`src/sv/bats_pkg.sv`:
```
// Shared constants, state encoding and controller/datapath interface types
// for the box-average thumbnail scaler. No dependencies.
package bats_pkg;

    localparam int SRC_W     = 256;  // source frame width in pixels
    localparam int SRC_H     = 192;  // source frame height in pixels
    localparam int CH_W      = 5;    // bits per color channel
    localparam int PIX_W     = 16;   // packed RGB555 pixel width
    localparam int NUM_CH    = 3;
    localparam int DEF_OUT_W = 64;
    localparam int DEF_OUT_H = 48;

    typedef enum logic [1:0] {
        S_IDLE,
        S_MERGE,
        S_DIV,
        S_EMIT
    } t_state;

    typedef struct packed {
        logic take;      // accept the input pixel
        logic merge;     // fold the box sum into the column store
        logic out_load;  // load the quotient into the output register
    } t_cmd;

    typedef struct packed {
        logic col_end;   // the offered pixel closes a box column
        logic band_end;  // the pending box also closes its band of rows
        logic div_done;  // divider is in its final step
        logic out_free;  // output register can take a new result
    } t_stat;

endpackage

```
`src/sv/bats_ram.sv`:
```
// Generic single-write, single-read RAM with a registered read port.
// No dependencies.
module bats_ram #(
    parameter int WIDTH = 8,
    parameter int DEPTH = 16
) (
    input  logic                                  i_clk,
    input  logic                                  i_wr_en,
    input  logic [((DEPTH > 1) ? $clog2(DEPTH) : 1)-1:0] i_wr_addr,
    input  logic [WIDTH-1:0]                      i_wr_data,
    input  logic                                  i_rd_en,
    input  logic [((DEPTH > 1) ? $clog2(DEPTH) : 1)-1:0] i_rd_addr,
    output logic [WIDTH-1:0]                      o_rd_data
);

    logic [WIDTH-1:0] r_mem [DEPTH];
    logic [WIDTH-1:0] r_rd_data;

    always_ff @(posedge i_clk) begin
        if (i_wr_en) begin
            r_mem[i_wr_addr] <= i_wr_data;
        end
        if (i_rd_en) begin
            r_rd_data <= r_mem[i_rd_addr];
        end
    end

    assign o_rd_data = r_rd_data;

endmodule

```
`src/sv/bats_div.sv`:
```
// Restoring divider for three channel sums sharing one divisor, one quotient
// bit per cycle. Depends on bats_pkg.
module bats_div #(
    parameter int SUM_W = 21,
    parameter int CNT_W = 16
) (
    input  logic                                            i_clk,
    input  logic                                            i_rst_n,
    input  logic                                            i_start,
    input  logic [bats_pkg::NUM_CH-1:0][SUM_W-1:0]          i_num,
    input  logic [CNT_W-1:0]                                i_den,
    output logic                                            o_done,
    output logic [bats_pkg::NUM_CH-1:0][bats_pkg::CH_W-1:0] o_quo
);

    localparam int QW   = bats_pkg::CH_W;
    localparam int DW   = (SUM_W > CNT_W + QW - 1) ? SUM_W : CNT_W + QW - 1;
    localparam int STW  = $clog2(QW);
    localparam int LAST = QW - 1;

    logic                                 r_busy;
    logic [STW-1:0]                       r_step;
    logic [bats_pkg::NUM_CH-1:0][DW-1:0]  r_rem;
    logic [DW-1:0]                        r_den;
    logic [bats_pkg::NUM_CH-1:0][QW-1:0]  r_quo;

    always_ff @(posedge i_clk) begin
        if (!i_rst_n) begin
            r_busy <= 1'b0;
            r_step <= '0;
        end else if (i_start) begin
            r_busy <= 1'b1;
            r_step <= '0;
        end else if (r_busy) begin
            r_step <= r_step + STW'(1);
            if (r_step == STW'(LAST)) begin
                r_busy <= 1'b0;
            end
        end
    end

    // The quotient never exceeds the channel maximum, so the divisor starts
    // shifted up by one less than the channel width.
    always_ff @(posedge i_clk) begin
        if (i_start) begin
            for (int k = 0; k < bats_pkg::NUM_CH; k++) begin
                r_rem[k] <= DW'(i_num[k]);
            end
            r_den <= DW'(i_den) << LAST;
        end else if (r_busy) begin
            for (int k = 0; k < bats_pkg::NUM_CH; k++) begin
                if (r_rem[k] >= r_den) begin
                    r_rem[k] <= r_rem[k] - r_den;
                    r_quo[k] <= {r_quo[k][QW-2:0], 1'b1};
                end else begin
                    r_quo[k] <= {r_quo[k][QW-2:0], 1'b0};
                end
            end
            r_den <= r_den >> 1;
        end
    end

    assign o_done = r_busy && (r_step == STW'(LAST));
    assign o_quo  = r_quo;

endmodule

```
`src/sv/bats_dp.sv`:
```
// Datapath: position counters, box edge trackers, run sums, column sum RAM,
// divider and output register. Depends on bats_pkg, bats_ram, bats_div.
module bats_dp #(
    parameter int OUT_W = bats_pkg::DEF_OUT_W,
    parameter int OUT_H = bats_pkg::DEF_OUT_H
) (
    input  logic                       i_clk,
    input  logic                       i_rst_n,
    input  logic [bats_pkg::PIX_W-1:0] i_pixel,
    input  logic                       i_frame_start,
    input  bats_pkg::t_cmd             i_cmd,
    output bats_pkg::t_stat            o_stat,
    output logic [bats_pkg::PIX_W-1:0] o_thumb_pixel,
    output logic                       o_thumb_last,
    output logic                       o_out_valid,
    input  logic                       i_out_ready
);

    localparam int NCH       = bats_pkg::NUM_CH;
    localparam int CH_W      = bats_pkg::CH_W;
    localparam int SRC_W     = bats_pkg::SRC_W;
    localparam int SRC_H     = bats_pkg::SRC_H;
    localparam int BOX_W_MAX = (SRC_W + OUT_W - 1) / OUT_W;
    localparam int BOX_H_MAX = (SRC_H + OUT_H - 1) / OUT_H;
    localparam int CNT_MAX   = BOX_W_MAX * BOX_H_MAX;
    localparam int CNT_W     = $clog2(CNT_MAX + 1);
    localparam int SUM_W     = $clog2(((1 << CH_W) - 1) * CNT_MAX + 1);
    localparam int AW        = (OUT_W > 1) ? $clog2(OUT_W) : 1;
    localparam int RW        = (OUT_H > 1) ? $clog2(OUT_H) : 1;
    localparam int SC_W      = $clog2(SRC_W);
    localparam int SR_W      = $clog2(SRC_H);
    localparam int CE_W      = $clog2(SRC_W + 1);
    localparam int RE_W      = $clog2(SRC_H + 1);
    localparam int Q_C       = SRC_W / OUT_W;
    localparam int R_C       = SRC_W % OUT_W;
    localparam int Q_R       = SRC_H / OUT_H;
    localparam int R_R       = SRC_H % OUT_H;

    typedef logic [NCH-1:0][SUM_W-1:0] t_sums;

    // Position counters and incremental box edges.
    logic [SC_W-1:0] r_scol, n_scol, e_scol;
    logic [SR_W-1:0] r_srow, n_srow, e_srow;
    logic [AW-1:0]   r_tcol, n_tcol, e_tcol;
    logic [RW-1:0]   r_trow, n_trow, e_trow;
    logic [CE_W-1:0] r_cbeg, n_cbeg, e_cbeg;
    logic [CE_W-1:0] r_cend, n_cend, e_cend;
    logic [CE_W-1:0] r_crem, n_crem, e_crem;
    logic [RE_W-1:0] r_rbeg, n_rbeg, e_rbeg;
    logic [RE_W-1:0] r_rend, n_rend, e_rend;
    logic [RE_W-1:0] r_rrem, n_rrem, e_rrem;
    t_sums           r_run, n_run, e_run, run_new;

    // Box captured at a column edge, waiting to be merged.
    t_sums           r_box;
    logic [AW-1:0]   r_widx;
    logic            r_first;
    logic            r_bend;
    logic            r_last;
    logic [CE_W-1:0] r_bw;
    logic [RE_W-1:0] r_bh;

    logic [bats_pkg::PIX_W-1:0] r_opix;
    logic                       r_olast;
    logic                       r_ovalid;

    logic [NCH-1:0][CH_W-1:0]   px_ch;
    logic                       col_hit, row_first, row_hit, last_hit;
    logic [CE_W:0]              c_sum;
    logic [RE_W:0]              rw_sum;
    logic [CE_W-1:0]            c_step_end, c_step_rem;
    logic [RE_W-1:0]            r_step_end, r_step_rem;
    logic [NCH*SUM_W-1:0]       rd_data;
    t_sums                      rd_sums, total;
    logic [CE_W+RE_W-1:0]       box_cnt;
    logic                       div_done;
    logic [NCH-1:0][CH_W-1:0]   quo;

    // A frame start restarts every counter before the pixel is counted.
    always_comb begin
        for (int k = 0; k < NCH; k++) begin
            px_ch[k] = i_pixel[k*CH_W +: CH_W];
        end
        e_scol = i_frame_start ? '0 : r_scol;
        e_srow = i_frame_start ? '0 : r_srow;
        e_tcol = i_frame_start ? '0 : r_tcol;
        e_trow = i_frame_start ? '0 : r_trow;
        e_cbeg = i_frame_start ? '0 : r_cbeg;
        e_cend = i_frame_start ? CE_W'(Q_C) : r_cend;
        e_crem = i_frame_start ? CE_W'(R_C) : r_crem;
        e_rbeg = i_frame_start ? '0 : r_rbeg;
        e_rend = i_frame_start ? RE_W'(Q_R) : r_rend;
        e_rrem = i_frame_start ? RE_W'(R_R) : r_rrem;
        e_run  = i_frame_start ? '0 : r_run;
        for (int k = 0; k < NCH; k++) begin
            run_new[k] = e_run[k] + SUM_W'(px_ch[k]);
        end
        col_hit   = (CE_W'(e_scol) + CE_W'(1)) == e_cend;
        row_first = (RE_W + 1)'(e_srow) == (RE_W + 1)'(e_rbeg);
        row_hit   = ((RE_W + 1)'(e_srow) + (RE_W + 1)'(1)) == (RE_W + 1)'(e_rend);
        last_hit  = (int'(e_trow) == OUT_H - 1) && (int'(e_tcol) == OUT_W - 1);

        // Next edge = previous edge + quotient, carrying the remainder.
        c_sum      = (CE_W + 1)'(e_crem) + (CE_W + 1)'(R_C);
        c_step_rem = (c_sum >= (CE_W + 1)'(OUT_W)) ?
                     CE_W'(c_sum - (CE_W + 1)'(OUT_W)) : CE_W'(c_sum);
        c_step_end = e_cend + CE_W'(Q_C) + CE_W'(c_sum >= (CE_W + 1)'(OUT_W));
        rw_sum     = (RE_W + 1)'(e_rrem) + (RE_W + 1)'(R_R);
        r_step_rem = (rw_sum >= (RE_W + 1)'(OUT_H)) ?
                     RE_W'(rw_sum - (RE_W + 1)'(OUT_H)) : RE_W'(rw_sum);
        r_step_end = e_rend + RE_W'(Q_R) + RE_W'(rw_sum >= (RE_W + 1)'(OUT_H));
    end

    always_comb begin
        n_scol = r_scol;
        n_srow = r_srow;
        n_tcol = r_tcol;
        n_trow = r_trow;
        n_cbeg = r_cbeg;
        n_cend = r_cend;
        n_crem = r_crem;
        n_rbeg = r_rbeg;
        n_rend = r_rend;
        n_rrem = r_rrem;
        n_run  = r_run;
        if (i_cmd.take) begin
            n_scol = e_scol + SC_W'(1);
            n_srow = e_srow;
            n_tcol = e_tcol;
            n_trow = e_trow;
            n_cbeg = e_cbeg;
            n_cend = e_cend;
            n_crem = e_crem;
            n_rbeg = e_rbeg;
            n_rend = e_rend;
            n_rrem = e_rrem;
            n_run  = col_hit ? '0 : run_new;
            if (col_hit) begin
                n_tcol = e_tcol + AW'(1);
                n_cbeg = e_cend;
                n_cend = c_step_end;
                n_crem = c_step_rem;
            end
            if (e_scol == SC_W'(SRC_W - 1)) begin
                n_scol = '0;
                n_tcol = '0;
                n_cbeg = '0;
                n_cend = CE_W'(Q_C);
                n_crem = CE_W'(R_C);
                n_srow = e_srow + SR_W'(1);
                if (row_hit) begin
                    n_trow = e_trow + RW'(1);
                    n_rbeg = e_rend;
                    n_rend = r_step_end;
                    n_rrem = r_step_rem;
                end
                if (e_srow == SR_W'(SRC_H - 1)) begin
                    n_srow = '0;
                    n_trow = '0;
                    n_rbeg = '0;
                    n_rend = RE_W'(Q_R);
                    n_rrem = RE_W'(R_R);
                end
            end
        end
    end

    always_ff @(posedge i_clk) begin
        if (!i_rst_n) begin
            r_scol   <= '0;
            r_srow   <= '0;
            r_tcol   <= '0;
            r_trow   <= '0;
            r_cbeg   <= '0;
            r_cend   <= CE_W'(Q_C);
            r_crem   <= CE_W'(R_C);
            r_rbeg   <= '0;
            r_rend   <= RE_W'(Q_R);
            r_rrem   <= RE_W'(R_R);
            r_run    <= '0;
            r_ovalid <= 1'b0;
        end else begin
            r_scol <= n_scol;
            r_srow <= n_srow;
            r_tcol <= n_tcol;
            r_trow <= n_trow;
            r_cbeg <= n_cbeg;
            r_cend <= n_cend;
            r_crem <= n_crem;
            r_rbeg <= n_rbeg;
            r_rend <= n_rend;
            r_rrem <= n_rrem;
            r_run  <= n_run;
            if (i_cmd.out_load) begin
                r_ovalid <= 1'b1;
            end else if (i_out_ready) begin
                r_ovalid <= 1'b0;
            end
        end
    end

    always_ff @(posedge i_clk) begin
        if (i_cmd.take && col_hit) begin
            r_box   <= run_new;
            r_widx  <= e_tcol;
            r_first <= row_first;
            r_bend  <= row_hit;
            r_last  <= last_hit;
            r_bw    <= e_cend - e_cbeg;
            r_bh    <= e_rend - e_rbeg;
        end
        if (i_cmd.out_load) begin
            r_opix  <= {1'b1, quo[2], quo[1], quo[0]};
            r_olast <= r_last;
        end
    end

    // The column entry is read on every transfer; it is used only after a
    // column edge, in the merge cycle that follows.
    bats_ram #(
        .WIDTH (NCH * SUM_W),
        .DEPTH (OUT_W)
    ) u_col_ram (
        .i_clk     (i_clk),
        .i_wr_en   (i_cmd.merge),
        .i_wr_addr (r_widx),
        .i_wr_data (total),
        .i_rd_en   (i_cmd.take),
        .i_rd_addr (e_tcol),
        .o_rd_data (rd_data)
    );

    always_comb begin
        rd_sums = rd_data;
        for (int k = 0; k < NCH; k++) begin
            total[k] = r_first ? r_box[k] : rd_sums[k] + r_box[k];
        end
        box_cnt = (CE_W + RE_W)'(r_bw) * (CE_W + RE_W)'(r_bh);
    end

    bats_div #(
        .SUM_W (SUM_W),
        .CNT_W (CNT_W)
    ) u_div (
        .i_clk   (i_clk),
        .i_rst_n (i_rst_n),
        .i_start (i_cmd.merge && r_bend),
        .i_num   (total),
        .i_den   (CNT_W'(box_cnt)),
        .o_done  (div_done),
        .o_quo   (quo)
    );

    assign o_stat.col_end  = col_hit;
    assign o_stat.band_end = r_bend;
    assign o_stat.div_done = div_done;
    assign o_stat.out_free = !r_ovalid || i_out_ready;

    assign o_thumb_pixel = r_opix;
    assign o_thumb_last  = r_olast;
    assign o_out_valid   = r_ovalid;

    a_load_into_free: assert property (@(posedge i_clk) disable iff (!i_rst_n)
        i_cmd.out_load |-> (!r_ovalid || i_out_ready))
        else $error("result loaded over an untaken result");

    a_merge_after_edge: assert property (@(posedge i_clk) disable iff (!i_rst_n)
        i_cmd.merge |-> $past(i_cmd.take && col_hit))
        else $error("merge without a preceding column edge");

    a_thumb_pos_range: assert property (@(posedge i_clk) disable iff (!i_rst_n)
        (int'(r_trow) < OUT_H) && (int'(r_tcol) < OUT_W))
        else $error("thumbnail position out of range");

endmodule

```
`src/sv/bats_ctrl.sv`:
```
// Controller state machine: sequences pixel transfer, column merge, division
// and result load. Depends on bats_pkg.
module bats_ctrl (
    input  logic            i_clk,
    input  logic            i_rst_n,
    input  logic            i_in_valid,
    output logic            o_in_ready,
    input  bats_pkg::t_stat i_stat,
    output bats_pkg::t_cmd  o_cmd
);

    bats_pkg::t_state r_state, n_state;

    always_ff @(posedge i_clk) begin
        if (!i_rst_n) begin
            r_state <= bats_pkg::S_IDLE;
        end else begin
            r_state <= n_state;
        end
    end

    always_comb begin
        n_state    = r_state;
        o_cmd      = '0;
        o_in_ready = 1'b0;
        case (r_state)
            bats_pkg::S_IDLE: begin
                o_in_ready = 1'b1;
                if (i_in_valid) begin
                    o_cmd.take = 1'b1;
                    if (i_stat.col_end) begin
                        n_state = bats_pkg::S_MERGE;
                    end
                end
            end
            bats_pkg::S_MERGE: begin
                o_cmd.merge = 1'b1;
                n_state = i_stat.band_end ? bats_pkg::S_DIV : bats_pkg::S_IDLE;
            end
            bats_pkg::S_DIV: begin
                if (i_stat.div_done) begin
                    n_state = bats_pkg::S_EMIT;
                end
            end
            bats_pkg::S_EMIT: begin
                if (i_stat.out_free) begin
                    o_cmd.out_load = 1'b1;
                    n_state = bats_pkg::S_IDLE;
                end
            end
            default: begin
                n_state = bats_pkg::S_IDLE;
            end
        endcase
    end

endmodule

```
`src/sv/box_average_thumbnail_scaler.sv`:
```
// A pixel inside a box column keeps the controller idle, so such
// pixels transfer back to back. A pixel that closes a box column also takes
// a merge state (column sum RAM read at the transfer, then merge and write).
// A pixel that closes a thumbnail box takes merge, the restoring divider, then
// the result load, which waits until the output register is free.
// Reset: counters return to the frame origin; the column sum RAM is not cleared.
module box_average_thumbnail_scaler #(
    parameter int OUT_W = bats_pkg::DEF_OUT_W,
    parameter int OUT_H = bats_pkg::DEF_OUT_H
) (
    input  logic                       i_clk,
    input  logic                       i_rst_n,
    input  logic                       i_in_valid,
    output logic                       o_in_ready,
    input  logic [bats_pkg::PIX_W-1:0] i_pixel,
    input  logic                       i_frame_start,
    output logic                       o_out_valid,
    input  logic                       i_out_ready,
    output logic [bats_pkg::PIX_W-1:0] o_thumb_pixel,
    output logic                       o_thumb_last
);

    bats_pkg::t_cmd  cmd;
    bats_pkg::t_stat stat;

    bats_ctrl u_ctrl (
        .i_clk      (i_clk),
        .i_rst_n    (i_rst_n),
        .i_in_valid (i_in_valid),
        .o_in_ready (o_in_ready),
        .i_stat     (stat),
        .o_cmd      (cmd)
    );

    bats_dp #(
        .OUT_W (OUT_W),
        .OUT_H (OUT_H)
    ) u_dp (
        .i_clk         (i_clk),
        .i_rst_n       (i_rst_n),
        .i_pixel       (i_pixel),
        .i_frame_start (i_frame_start),
        .i_cmd         (cmd),
        .o_stat        (stat),
        .o_thumb_pixel (o_thumb_pixel),
        .o_thumb_last  (o_thumb_last),
        .o_out_valid   (o_out_valid),
        .i_out_ready   (i_out_ready)
    );

endmodule
```
`config.mk`:
```
export PLATFORM = sky130hd
export DESIGN_NAME = box_average_thumbnail_scaler
export DESIGN_NICKNAME = d
export VERILOG_FILES = /design/src/sv/bats_pkg.sv /design/src/sv/bats_ram.sv /design/src/sv/bats_div.sv /design/src/sv/bats_dp.sv /design/src/sv/bats_ctrl.sv /design/src/sv/box_average_thumbnail_scaler.sv
export SDC_FILE = /design/constraint.sdc
export NUM_CORES = 2
export LEC_CHECK = 0
export BUFFER_PORTS_ARGS = -buffer_cell sky130_fd_sc_hd__buf_2
export CORE_MARGIN = 3
export CORE_UTILIZATION = 45
export CTS_CLUSTER_SIZE = 10
export DETAILED_ROUTE_END_ITERATION = 7
export PLACE_DENSITY_LB_ADDON = 0.05
export SLEW_MARGIN = 5
export SYNTH_ARGS = -nofsm -noshare
export SYNTH_HDL_FRONTEND = slang
export SYNTH_SLANG_ARGS = --single-unit
```
`constraint.sdc`:
```
create_clock -name i_clk -period 6.75 [get_ports i_clk]
set_input_delay 0.675 -clock i_clk [delete_from_list [all_inputs] [get_ports i_clk]]
set_output_delay 0.675 -clock i_clk [all_outputs]
set_load 0.02 [all_outputs]
```
==> results.md <==
* H-tree level count at 4
* Nets at 5144
* Dpl hpwl at 127000 um
* Max clock buf depth at 3
* Final Hold Fails at 0
* Initial antenna violation count at 9
* Hold path startpoint: i_out_ready
* Reg2reg path depth at 8
* Ys flop type: edfxtp_1
* First drt pass iteration count at 6
* Die area at 184000 um2
* Via/cell ratio at 6.11
* R2R Path End: u_dp.u_col_ram.o_rd_data[7]
* Fin cells at 7431
* Grt peak-use layer: met2
* Tmin final at 4880 ps
* Peak VDD IR at 0.000211 V
* Pwr Density at 268 nW/um2
* # rows at 154
* Post-synthesis register bit count at 1973
* Setup crit end kind: flip-flop
* Fillers at 14.6k
* Final core utilization at 51.1%
* Global routing usage on met1 at 35.0%
* Antenna violation net count after detailed routing at 0
* 1st-iter DRT viols at 4478
* Global-route wire length before repair at 322000 um
* Cts hold-fix bufs at 0
* Clk_lat worst skew at 860 ps
* Worst-path clk slew at 60 ps
* R2R setup slack at 1870 ps
* Chip Height at 429 um
* CP required at 7280 ps
* Total wire length at 224000 um
* Mapped cell area at 80500 um2
* Critical-path maximum fanout at 80
* Worst relative slew slack at 18.6%
* Number of global-route vias before repair at 44.3k
* Die X at 429 um
* Total track usage at 24.1%
* Met2 Use GR at 37.7%
* Period Utilization, post-route at 72.3%
* Worst slack, placed at 1860 ps
* Kind of critical path: flip-flop to flip-flop
* Final setup violation count at 0
* GR Util met3 at 3.38%
* Number of cells after detailed placement at 7135
* Final setup TNS at 0 ps
* CTS sink cnt at 1973
* Layout cell share with drive strength beyond 1 at 16.2%
* Synthesized Nets at 5056
* RR Startpoint: u_dp.r_tcol[2]
* Status: finished, final reports clean
* Post-route cell area at 90400 um2
* F_max at 205 MHz
* Post-DP Area at 84200 um2
* Post-CTS setup buffer count at 0
* Hold depth at 4
* RSZ-0062 raised after global routing: false
* Final clock skew at 46.1 ps
* Num ports at 40
* Initial cell density of the core at 45.5%
* Congestion Overflow GR at 0
* Yosys cell types at 81
* CTS buffer count at 220
* Pwr Total at 24.2 mW
* Async SR Flop Fraction at 0%
* Area growth syn-to-layout at 12.3%
* Max-slew violation count at 0
* Worst Max-Slew Pin Slew at 1220 ps
* Worst Setup Start Kind: flip-flop
* Wire per inst at 30.1 um
* Post-Syn Instances at 4929
* Port Buffers at 37
* Worst setup margin at 1870 ps
* Post-CTS resize count at 0
* Hold path endpoint: u_ctrl.r_state[0]
* Via count at 45.4k
* Synthesized area per cell at 16.3 um2
* Post-synth EDFFs at 1864
* GP Congestion at 0.815
* Arrival @ worst endpoint at 5410 ps
* Largest net degree at the start of global routing at 118
* Seq/Total Area, Yosys at 72.3%
* Max-cap viol count at 0
* Root buf cell: clkbuf_16
* Drt drc at 0
* WHS at 167 ps
* Lkg Pwr at 27.9 nW
* Number of warnings issued by yosys at 0
* Core ar. at 177000 um2
* Min-delay worst type: primary input to flip-flop
* TritonCTS clock tree: built
-- logic make-up after synthesis --
group | Yosys count | synth area share, %
DFF | 1973 | 72.3
muxes | 431 | 8.72
other | 1 | 0.00466
AOI/OAI and AO/OA | 977 | 8.96
xor gates and xnor gates | 83 | 0.904
buffers and inverters | 398 | 1.93
and+or+nand+nor | 960 | 5.43
adders and majority gates | 106 | 1.77
-- worst max-delay path by stage --
stage / startpoint / end / slack [ps]
after floorplan: i_frame_start / u_dp.r_bend / 590
after global placement: u_dp.r_tcol[2] / u_dp.u_col_ram.o_rd_data[5] / 1880
after detailed placement: u_dp.r_tcol[2] / u_dp.u_col_ram.o_rd_data[5] / 1860
after CTS: u_dp.r_tcol[2] / u_dp.u_col_ram.o_rd_data[5] / 1880
after global routing: u_dp.r_tcol[2] / u_dp.u_col_ram.o_rd_data[5] / 1640
final: u_dp.r_tcol[2] / u_dp.u_col_ram.o_rd_data[7] / 1870
-- report_power, final --
part           leakage (nW)  switching [mW]  internal, mW
combinational          7.41           0.232        0.0802
sequential             17.6          0.0138          13.3
clock                  2.95            4.66          5.91
-- synth_stat cells, drive strengths merged, types with 15 or more instances --
| cell | number | area share (%) |
|---|---|---|
| or4 | 16 | 0.15 |
| a22oi | 17 | 0.16 |
| a21o | 24 | 0.22 |
| inv | 84 | 0.39 |
| and2 | 15 | 0.12 |
| o221a | 42 | 0.59 |
| nor2 | 184 | 0.86 |
| mux2i | 198 | 2.5 |
| clkbuf | 232 | 1.1 |
| nor2b | 57 | 0.44 |
| a211oi | 24 | 0.23 |
| xor2 | 37 | 0.40 |
| or3 | 26 | 0.20 |
| dfxtp | 109 | 2.7 |
| nand2 | 461 | 2.2 |
| ha | 93 | 1.4 |
| xnor2 | 46 | 0.50 |
| buf | 79 | 0.44 |
| mux2 | 19 | 0.27 |
| and3 | 19 | 0.15 |
| nor4 | 17 | 0.13 |
| o211ai | 112 | 1.0 |
| a22o | 21 | 0.23 |
| a221o | 17 | 0.21 |
| o21ai | 180 | 1.1 |
| o31ai | 27 | 0.26 |
| a21oi | 145 | 0.90 |
| mux4 | 214 | 6.0 |
| nor3 | 25 | 0.16 |
| nand3 | 79 | 0.49 |
| a32oi | 23 | 0.25 |
| edfxtp | 1864 | 70 |
| a221oi | 21 | 0.24 |
| o221ai | 206 | 2.2 |
| a2111oi | 30 | 0.33 |
-- cell usage in the layout, fill, tap and decap left out, types with 17 or more instances in the layout --
| master | instances |
|---|---|
| nor2b_1 | 56 |
| clkbuf_16 | 220 |
| mux2i_1 | 198 |
| o31ai_1 | 26 |
| o221ai_1 | 206 |
| xnor2_1 | 46 |
| a211oi_1 | 23 |
| nand3_1 | 79 |
| a32oi_1 | 23 |
| inv_1 | 80 |
| a2111oi_0 | 30 |
| ha_1 | 93 |
| a221oi_1 | 20 |
| nor2_2 | 27 |
| nor3_1 | 24 |
| a221o_1 | 17 |
| o221a_2 | 42 |
| nor2_1 | 116 |
| clkbuf_1 | 43 |
| or3_1 | 23 |
| and3_1 | 19 |
| a22oi_1 | 17 |
| a21oi_1 | 142 |
| a21o_1 | 24 |
| o211ai_1 | 112 |
| a22o_1 | 21 |
| mux2_2 | 19 |
| nand2_1 | 457 |
| dfxtp_1 | 106 |
| mux4_2 | 214 |
| buf_4 | 128 |
| xor2_1 | 34 |
| edfxtp_1 | 1864 |
| o21ai_0 | 168 |
| buf_2 | 36 |
| nor2_4 | 41 |
-- worst max-delay path, stage by stage, from the launching register on --
cell	delay [ps]
dfxtp_4	870
nand2b_1	540
inv_8	760
buf_4	530
mux4_2	370
nand2_1	80
o211ai_1	240
a32oi_1	860
o221ai_1	270
-- registers in the layout (all words and copies together), names as in the netlist, 8 cells and up, named ones only --
signal and cells:
u_dp.r_rbeg 8, u_dp.r_cend 9, u_dp.r_run 27, u_dp.o_thumb_pixel 15, u_dp.r_srow 8, u_dp.r_rend 8, u_dp.u_col_ram.o_rd_data 27, u_dp.u_div.r_den 9
u_dp.r_box 27, u_dp.r_crem 9, u_dp.u_div.r_rem 27, u_dp.u_div.o_quo 15, u_dp.r_scol 8, u_dp.u_col_ram.r_mem 1728
-- metal layers --
metal / vias up / wire length (um)
met2: 1414 / 104000
met5: - / 13
met4: 2 / 7180
li1: 19900 / -
met1: 23800 / 99000
met3: 287 / 13100
-- layout make-up --
class	count	area (um2)	share of cell area (%)
Timing Repair Buffer	177	1400	1.55
Sequential cell	1973	58200	64.4
Inverter	87	337	0.372
Antenna cell	6	15.0	0.0166
Clock inverter	22	379	0.420
Clock buffer	268	5740	6.35
Tap cell	2340	2930	3.24
Multi-Input combinational cell	2558	21400	23.7
Note: power is estimated with default switching activity, not from simulation.
